### src/gvc_pkg.sv
`timescale 1ns / 1ps

package gvc_pkg;

    localparam int VERTEX_CAPACITY = 1024;
    localparam int VIDX_W          = 10;
    localparam int CNT_W           = 11;
    localparam int MAX_COLORS      = 16;
    localparam int COLOR_W         = 4;
    localparam int CUSED_W         = 5;

    localparam logic [CNT_W-1:0]   VERTEX_COUNT_RESET = 11'd1024;
    localparam logic [COLOR_W-1:0] COLOR_TOP          = 4'd15;

    typedef struct packed {
        logic [VIDX_W-1:0] neighbor_index;
        logic              has_neighbor;
        logic              last_of_vertex;
    } t_in_beat;

    typedef struct packed {
        logic [VIDX_W-1:0]  vertex_id;
        logic [COLOR_W-1:0] assigned_color;
        logic [CUSED_W-1:0] colors_used;
        logic               graph_done;
        logic               color_overflow;
        logic               range_error;
    } t_out_beat;

endpackage

### src/greedy_vertex_coloring_core.sv
`timescale 1ns / 1ps

// Channel   | Direction | Handshake               | Beat contents
// ----------+-----------+-------------------------+-------------------------------
// in        | input     | i_in_valid / o_in_ready | gvc_pkg::t_in_beat, one neighbor
// out       | output    | o_out_valid/ i_out_ready| gvc_pkg::t_out_beat, one vertex
// cfg       | input     | i_cfg_valid/ o_cfg_ready| vertex_count, 11 bits
//
// The core takes one input beat per cycle. Each beat reads the color store
// once, and the store's registered read data sets the two-stage pipeline:
// the result of a vertex-ending beat is registered in the output register
// as that beat leaves the second stage, and a ready consumer takes it there.
// Reset is synchronous and clears only control state; the color store needs
// no clearing pass because only entries written earlier in the same graph are
// read. When the output register is full and not taken, a vertex-ending beat
// in the second stage holds and the input side stalls until it moves on.
module greedy_vertex_coloring_core (
    input  logic                i_clk,
    input  logic                i_rst_n,
    input  logic                i_in_valid,
    output logic                o_in_ready,
    input  gvc_pkg::t_in_beat   i_in_data,
    output logic                o_out_valid,
    input  logic                i_out_ready,
    output gvc_pkg::t_out_beat  o_out_data,
    input  logic                i_cfg_valid,
    output logic                o_cfg_ready,
    input  logic [gvc_pkg::CNT_W-1:0] i_cfg_data
);

    import gvc_pkg::*;

    // Configuration register and the clamped vertex count derived from it.
    logic [CNT_W-1:0] r_vertex_count;
    logic [CNT_W-1:0] eff_count;

    // Front-end state, advanced when a vertex-ending beat is accepted.
    logic [VIDX_W-1:0] r_cur_vertex;
    logic [VIDX_W-1:0] n_cur_vertex;

    // Second pipeline stage: holds the beat whose color-store read is in flight.
    logic               r_s1_valid;
    logic               r_s1_last;
    logic               r_s1_hit;
    logic               r_s1_rerr;
    logic               r_s1_done;
    logic [VIDX_W-1:0]  r_s1_vertex;
    logic               r_s1_fwd;
    logic [COLOR_W-1:0] r_s1_fwd_color;

    // Per-vertex and per-graph accumulators, maintained in the second stage.
    logic [MAX_COLORS-1:0] r_used;
    logic                  r_pend_rerr;
    logic [CUSED_W-1:0]    r_max_plus_one;

    // Output register.
    logic      r_out_valid;
    t_out_beat r_out_data;

    logic               in_fire;
    logic               s1_stall;
    logic               s1_adv;
    logic               s1_emit;
    logic               nb_in_range;
    logic               nb_lower;
    logic               nb_hit;
    logic               s0_done;
    logic               s0_fwd;
    logic [COLOR_W-1:0] ram_rdata;
    logic [COLOR_W-1:0] s1_nb_color;
    logic [MAX_COLORS-1:0] used_next;
    logic [COLOR_W-1:0] pick_color;
    logic               pick_overflow;
    logic [CUSED_W-1:0] color_plus_one;
    logic [CUSED_W-1:0] max_next;

    // The count register is only to be written while the core is idle; the core itself does not enforce this.
    assign o_cfg_ready = 1'b1;

    always_ff @(posedge i_clk) begin
        if (!i_rst_n) begin
            r_vertex_count <= VERTEX_COUNT_RESET;
        end else if (i_cfg_valid) begin
            r_vertex_count <= i_cfg_data;
        end
    end

    // Clamp to 1 .. VERTEX_CAPACITY.
    always_comb begin
        eff_count = r_vertex_count;
        if (r_vertex_count == '0) begin
            eff_count = CNT_W'(1);
        end else if (r_vertex_count > CNT_W'(VERTEX_CAPACITY)) begin
            eff_count = CNT_W'(VERTEX_CAPACITY);
        end
    end

    // A vertex-ending beat in the second stage can only leave when the output
    // register is free or being emptied in this cycle.
    assign s1_stall   = r_s1_valid && r_s1_last && r_out_valid && !i_out_ready;
    assign s1_adv     = r_s1_valid && !s1_stall;
    assign s1_emit    = s1_adv && r_s1_last;
    assign o_in_ready = !s1_stall;
    assign in_fire    = i_in_valid && o_in_ready;

    // First stage: classify the neighbor and start the color-store read.
    assign nb_in_range = {1'b0, i_in_data.neighbor_index} < eff_count;
    assign nb_lower    = i_in_data.neighbor_index < r_cur_vertex;
    assign nb_hit      = i_in_data.has_neighbor && nb_in_range && nb_lower;
    assign s0_done     = ({1'b0, r_cur_vertex} + CNT_W'(1)) >= eff_count;

    // The vertex finishing in the second stage is written in the same cycle
    // that the next vertex may read it; the store returns old data then, so
    // the freshly picked color is carried forward instead.
    assign s0_fwd = s1_emit && (i_in_data.neighbor_index == r_s1_vertex);

    always_comb begin
        n_cur_vertex = r_cur_vertex;
        if (in_fire && i_in_data.last_of_vertex) begin
            n_cur_vertex = s0_done ? '0 : r_cur_vertex + VIDX_W'(1);
        end
    end

    always_ff @(posedge i_clk) begin
        if (!i_rst_n) begin
            r_cur_vertex <= '0;
            r_s1_valid   <= 1'b0;
        end else begin
            r_cur_vertex <= n_cur_vertex;
            if (!s1_stall) begin
                r_s1_valid <= in_fire;
            end
        end
    end

    // Payload of the second stage needs no reset; it is qualified by r_s1_valid.
    always_ff @(posedge i_clk) begin
        if (in_fire) begin
            r_s1_last      <= i_in_data.last_of_vertex;
            r_s1_hit       <= nb_hit;
            r_s1_rerr      <= i_in_data.has_neighbor && !nb_in_range;
            r_s1_done      <= s0_done;
            r_s1_vertex    <= r_cur_vertex;
            r_s1_fwd       <= s0_fwd;
            r_s1_fwd_color <= pick_color;
        end
    end

    gvc_ram #(
        .WIDTH (COLOR_W),
        .DEPTH (VERTEX_CAPACITY)
    ) u_color_store (
        .i_clk   (i_clk),
        .i_we    (s1_emit),
        .i_waddr (r_s1_vertex),
        .i_wdata (pick_color),
        .i_re    (in_fire),
        .i_raddr (i_in_data.neighbor_index),
        .o_rdata (ram_rdata)
    );

    // Second stage: merge the neighbor's color into the bitmap and, at the
    // end of a vertex, pick the lowest free color.
    assign s1_nb_color = r_s1_fwd ? r_s1_fwd_color : ram_rdata;

    always_comb begin
        used_next = r_used;
        if (r_s1_hit) begin
            used_next = r_used | (MAX_COLORS'(1) << s1_nb_color);
        end
    end

    // Priority search from the top down so the lowest free color wins.
    always_comb begin
        pick_color    = COLOR_TOP;
        pick_overflow = &used_next;
        for (int c = MAX_COLORS - 1; c >= 0; c--) begin
            if (!used_next[c]) begin
                pick_color = COLOR_W'(c);
            end
        end
    end

    assign color_plus_one = {1'b0, pick_color} + CUSED_W'(1);
    assign max_next = (color_plus_one > r_max_plus_one) ? color_plus_one : r_max_plus_one;

    always_ff @(posedge i_clk) begin
        if (!i_rst_n) begin
            r_used         <= '0;
            r_pend_rerr    <= 1'b0;
            r_max_plus_one <= '0;
        end else if (s1_adv) begin
            if (r_s1_last) begin
                r_used         <= '0;
                r_pend_rerr    <= 1'b0;
                r_max_plus_one <= r_s1_done ? '0 : max_next;
            end else begin
                r_used      <= used_next;
                r_pend_rerr <= r_pend_rerr || r_s1_rerr;
            end
        end
    end

    // Output register.
    always_ff @(posedge i_clk) begin
        if (!i_rst_n) begin
            r_out_valid <= 1'b0;
        end else if (s1_emit) begin
            r_out_valid <= 1'b1;
        end else if (i_out_ready) begin
            r_out_valid <= 1'b0;
        end
    end

    always_ff @(posedge i_clk) begin
        if (s1_emit) begin
            r_out_data.vertex_id      <= r_s1_vertex;
            r_out_data.assigned_color <= pick_color;
            r_out_data.colors_used    <= max_next;
            r_out_data.graph_done     <= r_s1_done;
            r_out_data.color_overflow <= pick_overflow;
            r_out_data.range_error    <= r_pend_rerr || r_s1_rerr;
        end
    end

    assign o_out_valid = r_out_valid;
    assign o_out_data  = r_out_data;

endmodule

### src/gvc_ram.sv
`timescale 1ns / 1ps

// Simple dual-port RAM: one write port, one read port with registered data.
// A read of the address being written returns the old contents.
module gvc_ram #(
    parameter int WIDTH = 4,
    parameter int DEPTH = 1024,
    localparam int ADDR_W = $clog2(DEPTH)
) (
    input  logic              i_clk,
    input  logic              i_we,
    input  logic [ADDR_W-1:0] i_waddr,
    input  logic [WIDTH-1:0]  i_wdata,
    input  logic              i_re,
    input  logic [ADDR_W-1:0] i_raddr,
    output logic [WIDTH-1:0]  o_rdata
);

    logic [WIDTH-1:0] r_mem [DEPTH];
    logic [WIDTH-1:0] r_rdata;

    always_ff @(posedge i_clk) begin
        if (i_we) begin
            r_mem[i_waddr] <= i_wdata;
        end
        if (i_re) begin
            r_rdata <= r_mem[i_raddr];
        end
    end

    assign o_rdata = r_rdata;

endmodule

### config.mk
export PLATFORM = sky130hd
export DESIGN_NAME = greedy_vertex_coloring_core
export DESIGN_NICKNAME = d
export VERILOG_FILES = /design/src/gvc_pkg.sv /design/src/greedy_vertex_coloring_core.sv /design/src/gvc_ram.sv
export SDC_FILE = /design/constraint.sdc
export NUM_CORES = 2
export LEC_CHECK = 0
export BUFFER_PORTS_ARGS = -buffer_cell sky130_fd_sc_hd__buf_2
export CAP_MARGIN = 25
export CORE_UTILIZATION = 30
export DETAILED_ROUTE_END_ITERATION = 6
export GPL_ROUTABILITY_DRIVEN = 0
export HOLD_SLACK_MARGIN = 0.03
export PLACE_DENSITY = 0.53
export SYNTH_ARGS = -nofsm -noshare
export SYNTH_HDL_FRONTEND = slang
export SYNTH_SLANG_ARGS = --single-unit
### constraint.sdc
create_clock -name i_clk -period 94.5 [get_ports i_clk]
set_input_delay 14.175 -clock i_clk [delete_from_list [all_inputs] [get_ports i_clk]]
set_output_delay 14.175 -clock i_clk [all_outputs]
set_load 0.02 [all_outputs]
Word-level counts from Yosys, hierarchy flattened
Memory sizes are Yosys's and may differ from the RTL's. A register that Yosys moved wholly into a read port is not among the register bits.
Cells that the tools add are included.
Storage, ports and cells
  bits in read-only memories: 0
  RAM bits: 4096
  memories: 1
  latch bits: 0
  bits in registers: 86
  input bits: 28
Operators by class
  bitwise operators: 1
  muxes and demuxes: 28
  divide/modulo/power cells: 0
  reductions and logical operators: 19
  shift operators: 1
  magnitude comparators: 5
  add/sub/neg operators: 3
  multiply operators: 0
  equality and inequality tests: 1
Memories
  u_color_store.r_mem: words 1024, bits a word 4, rd ports 1, clocked after memory_dff 1, write ports 1, line gvc_ram.sv:19  | logic [WIDTH-1:0] r_mem [DEPTH];
Operators by type and width (count)
  2-to-1 mux 4 bit: 15
  2-to-1 mux 16 bit: 2
  2-to-1 mux 11 bit: 2
  OR 16 bit: 1
  AND reduction 16 bit: 1
  left shift 1 x 4 -> 16 bit, first input constant: 1
  adder 10 x 1 -> 11 bit, second input constant: 1
  greater-or-equal comparator 11 bit: 1
  > comparator 11 bit, second input constant: 1
  logical AND 1 bit: 11
  zero test 11 bit: 1
  < comparator 10 x 11 -> 1 bit: 1
  adder 10 x 1 -> 10 bit, second input constant: 1
  equality test 10 bit: 1
  < comparator 10 bit: 1
  2-to-1 mux 10 bit: 1
  2-to-1 mux 5 bit: 2
  2-to-1 mux 1 bit: 6
  adder 4 x 1 -> 5 bit, second input constant: 1
  > comparator 5 bit: 1
  zero test 1 bit: 3
  AND reduction 2 bit: 1
  nonzero test 2 bit: 1
  logical OR 1 bit: 1

Depth between registers and ports, before layout
  depth after elaboration: 23
  gate-level depth with buffers: 19
  gate-level depth less buffers: 17

By module
A second synthesis with hierarchy kept.
Second synthesis, totals
  cells, all modules: 8756
  area, all modules: 166831.3 um^2
Modules (own cells, without submodules)
  gvc_ram: seq. area each 123118.1 um^2, area an instance 162138.0 um^2, times used 1, cells each 8290
  greedy_vertex_coloring_core: seq. area each 2132.0 um^2, area an instance 4693.3 um^2, times used 1, cells each 466

Least setup slack after synthesis
OpenSTA, ideal clock, no wires.
  path kind: reg-to-reg
  from: register r_s1_fwd
  to: register r_out_data, in the netlist o_out_data[11], data pin
  clock period less this slack: 41.461 ns
  buffers on the path: 2
  cell stages (with the launch flop): 7
  data arrival time: 34.715 ns
  required time: 87.755 ns
  path slack: 53.039 ns
  setup time: 6.745 ns
  cell sequence: edfxtp_1 > buf_6 > nor3_1 > o21a_1 > buf_2 > a32oi_1 > a2111oi_2
Between the ends
  longest elaborated chain between the ends: 17
RTL lines
  from (decl): line greedy_vertex_coloring_core.sv:48  | logic r_s1_fwd;
  from (signal assigned): line greedy_vertex_coloring_core.sv:144  | r_s1_fwd <= s0_fwd;
  2-to-1 mux 4 bit (*): line greedy_vertex_coloring_core.sv:164  | assign s1_nb_color = r_s1_fwd ? r_s1_fwd_color : ram_rdata;
  left shift 1 x 4 -> 16 bit (*): line greedy_vertex_coloring_core.sv:169  | used_next = r_used | (MAX_COLORS'(1) << s1_nb_color);
  OR 16 bit (*): line greedy_vertex_coloring_core.sv:169
  2-to-1 mux 16 bit (*): line greedy_vertex_coloring_core.sv:168  | if (r_s1_hit) begin
  2-to-1 mux 4 bit (12 in series): line greedy_vertex_coloring_core.sv:178  | if (!used_next[c]) begin
  2-to-1 mux 4 bit (*): line greedy_vertex_coloring_core.sv:178
  named net pick_color[3]: line greedy_vertex_coloring_core.sv:72  | logic [COLOR_W-1:0] pick_color;
  to (decl): line greedy_vertex_coloring_core.sv:58  | t_out_beat r_out_data;
The timed path passes the listed nets; every way through them passes the cells marked *.
A chain may end at the register's enable or synchronous reset.

Worst setup path in the final report
  from: input i_out_ready
  to: output o_in_ready
Between the ends
  longest elaborated chain between the ends: 3
RTL lines
  from (decl): line greedy_vertex_coloring_core.sv:24  | input logic i_out_ready,
  zero test 1 bit: line greedy_vertex_coloring_core.sv:100  | assign s1_stall = r_s1_valid && r_s1_last && r_out_valid && !i_out_ready;
  logical AND 1 bit: line greedy_vertex_coloring_core.sv:100
  zero test 1 bit
  to (decl): line greedy_vertex_coloring_core.sv:21  | output logic o_in_ready,
Every way passes these cells.

==> impl_results.md <==
* CP max FO at 6
* I/O pins at 53
* Peak VDD IR at around 17 uV
* Post-synth top cells: 4141 x edfxtp_1, 1119 x nor2_1, 1090 x mux4_2, 284 x clkbuf_1, 233 x mux2i_1
* Share of layout cells above drive strength 1 at a little under a quarter
* Total gr overflow at 0
* Hold_buf cts at 0
* Leading area contributor after synthesis: edfxtp_1
* Avg WL per Cell at roughly 29 um
* Library cells used by synthesis at 68
* Post-CTS Setup Bufs at 0
* R2R depth at 17
* Die extent in y at approximately 750 um
* Hold Crit Depth at 2
* IO buf count at 51
* Worst hold-check path type: flip-flop to flip-flop
* Unrepaired setup endpoints after global routing: false
* Clk buf depth at 4
* Vias at 82200
* Iter 0 DRT Violations at about 10000
* GRT Util Overall at 16.1%
* Max-cap violations at 0
* Global-route wire length before repair at approximately 650000 um
* Post-synth top area share at between 70% and 80%
* Final Hold Viols at 0
* Fmax at roughly 34 MHz
* DRT Wirelength at between 400000 and 500000 um
* Final worst path period share at a little over 30%
* Ys async rst share at 0%
* Post-layout minimum cycle time at approximately 30 ns
* Vias in the first global route at between 80000 and 90000
* Die Width at 746 um
* Antenna violations before repair at between 40 and 50
* Core box area at 550000 um^2
* Initial Util at a little under a third
* Root buffer cell: clkbuf_16
* Outcome: finished clean
* Syn Nets at a little over 8000
* Final setup vio count at 0
* Syn avg cell area at a little over 20 um^2
* Largest net degree at the start of global routing at around 220
* TritonCTS buffer count at 423
* Register area share after synthesis at approximately three quarters
* Detail Placement HPWL at between 200000 and 300000 um
* Reg clk slew, reported paths at 0.06 ns
* Final Power at roughly 3.8 mW
* Power Dens Cells at about 20 nW/um^2
* Synth Warn # at 0
* Crit path kind: primary input to output port
* Slew @ Worst Pin at 1.22 ns
* Top post-synthesis cells by area: edfxtp_1 75%, mux4_2 15%, nor2_1 2.5%
* FP Rows at about 270
* Htree depth at 5
* CTS tree: yes
* Most repeated cell in the gate-level netlist after synthesis: edfxtp_1
* Antenna viol nets, final at 0
* Clock skew at 0.0578 ns
* DR pass1 iterations at 5
* Mapped cell area at ~170000 um^2
* Post-synth EDFFs at between 4000 and 5000
* Via-per-instance ratio at between 5 and 6
* Post-Synthesis Cells at between 8000 and 9000
* Yosys reg bits at about 4200
* Nets at around 8400
* DIE AREA at between 500000 and 600000 um^2
* Slew HR at a little under a fifth
* Main synth FF type: edfxtp_1
* Crit end category: output port
* Drt drc at 0
* CTS sink count at roughly 4200
* Max Slew Vio Count at 0
* Worst-Skew Late Latency at 0.99 ns
* Crit path arrival time at between 15 and 20 ns
* Setup TNS at 0 ns
* # fillers at approximately 50000
* Synth-to-Final Area Change at 13.6%
* Lkg Pwr at around 62 nW
* PostCTS Resize Cnt at 0
* Worst Setup Start Kind: primary input
* Worst Path Required at between 80 and 90 ns
cell usage in the layout (no fill, tap or decap), drive strengths merged, types with 13 or more instances in the layout:
cell type,count
a31oi,13
a21o,18
nand3,63
nand4,27
o211ai,42
mux2i,233
clkinvlp,19
a21oi,96
a221oi,28
o221ai,32
clkbuf,513
nor2,1119
mux4,1090
clkinv,190
inv,32
ha,36
o21ai,59
mux2,32
nor4,18
o22ai,34
and3,13
nand2b,29
dfxtp,45
nor3,18
edfxtp,4141
a211oi,35
nor2b,37
a22oi,67
bufinv,47
nand2,135
buf,264
sequential cells by signal, summed over array words and instances (netlist names):
register / count
r_vertex_count: 11
r_cur_vertex: 10
o_out_data: 22
r_max_plus_one: 5
u_color_store.o_rdata: 4
r_used: 16
r_s1_valid: 1
r_pend_rerr: 1
r_s1_vertex: 10
r_s1_rerr: 1
o_out_valid: 1
r_s1_last: 1
u_color_store.r_mem: 4096
r_s1_fwd: 1
r_s1_fwd_color: 4
r_s1_done: 1
r_s1_hit: 1
per-stage QoR:
stage	worst slack [ns]	utilization, %	instance area [um^2]	cells	hold slack [ns]
2_1_floorplan	53.04	-	166000	8181	0.424
3_3_place_gp	65.26	31.7	174000	15100	0.473
3_5_place_dp	65.26	31.8	175000	15100	0.451
4_1_cts	65.25	34.3	188000	15900	0.467
5_1_grt	65.19	34.3	188000	15900	0.477
6_report	65.23	34.3	188000	15900	0.467
final timing paths:
kind                       startpoint           endpoint  slack [ns]
max reg2reg  u_color_store.o_rdata[1]  r_max_plus_one[3]       88.58
min                 r_max_plus_one[1]  r_max_plus_one[1]        0.47
max                       i_out_ready         o_in_ready       65.23
min reg2reg         r_max_plus_one[1]  r_max_plus_one[1]        0.47
logic make-up after synthesis:
family / after synthesis / synth area share (%)
AND/OR/NAND/NOR: 1514 / 3.81
AO/OA/AOI/OAI: 480 / 1.99
other: 1 / 0.00226
buffers and inverters: 589 / 1.89
multiplexers: 1355 / 16.4
XOR/XNOR: 20 / 0.106
adder cells (fa/ha/maj): 36 / 0.272
flip-flops: 4186 / 75.5
worst max-delay path, stage by stage:
cell and delay, ns:
buf_2 0.12, nor2b_1 0.27, nand3_1 0.28, buf_2 0.25
layout make-up:
cell class	count	area [um^2]	area share (%)
Multi-Input combinational cell	3406	38100	20.2
Tap cell	7261	9080	4.82
Clock buffer	513	11100	5.90
Inverter	25	101	0.0538
Sequential cell	4186	125000	66.5
Timing Repair Buffer	265	2240	1.19
Clock inverter	263	2610	1.38
Antenna cell	10	25.0	0.0133
layer usage:
metal  up-vias  global-route usage [%]  part of all wire, %
li1      33800                       -                    -
met1     44200                    21.5                   40
met2      3517                    26.8                   49
met3       676                    3.13                  8.2
met4         2                    4.78                  3.1
met5         -                       0               0.0028
report_power, final:
group	internal (mW)	total (mW)	leakage [nW]	switching (mW)
Combinational	0.0452	0.124	12.3	0.0785
Sequential	2.02	2.02	42.9	0.00244
Clock	0.963	1.67	6.68	0.710
Total	3.02	3.82	61.9	0.791
Power figures use the tool's default switching activity.
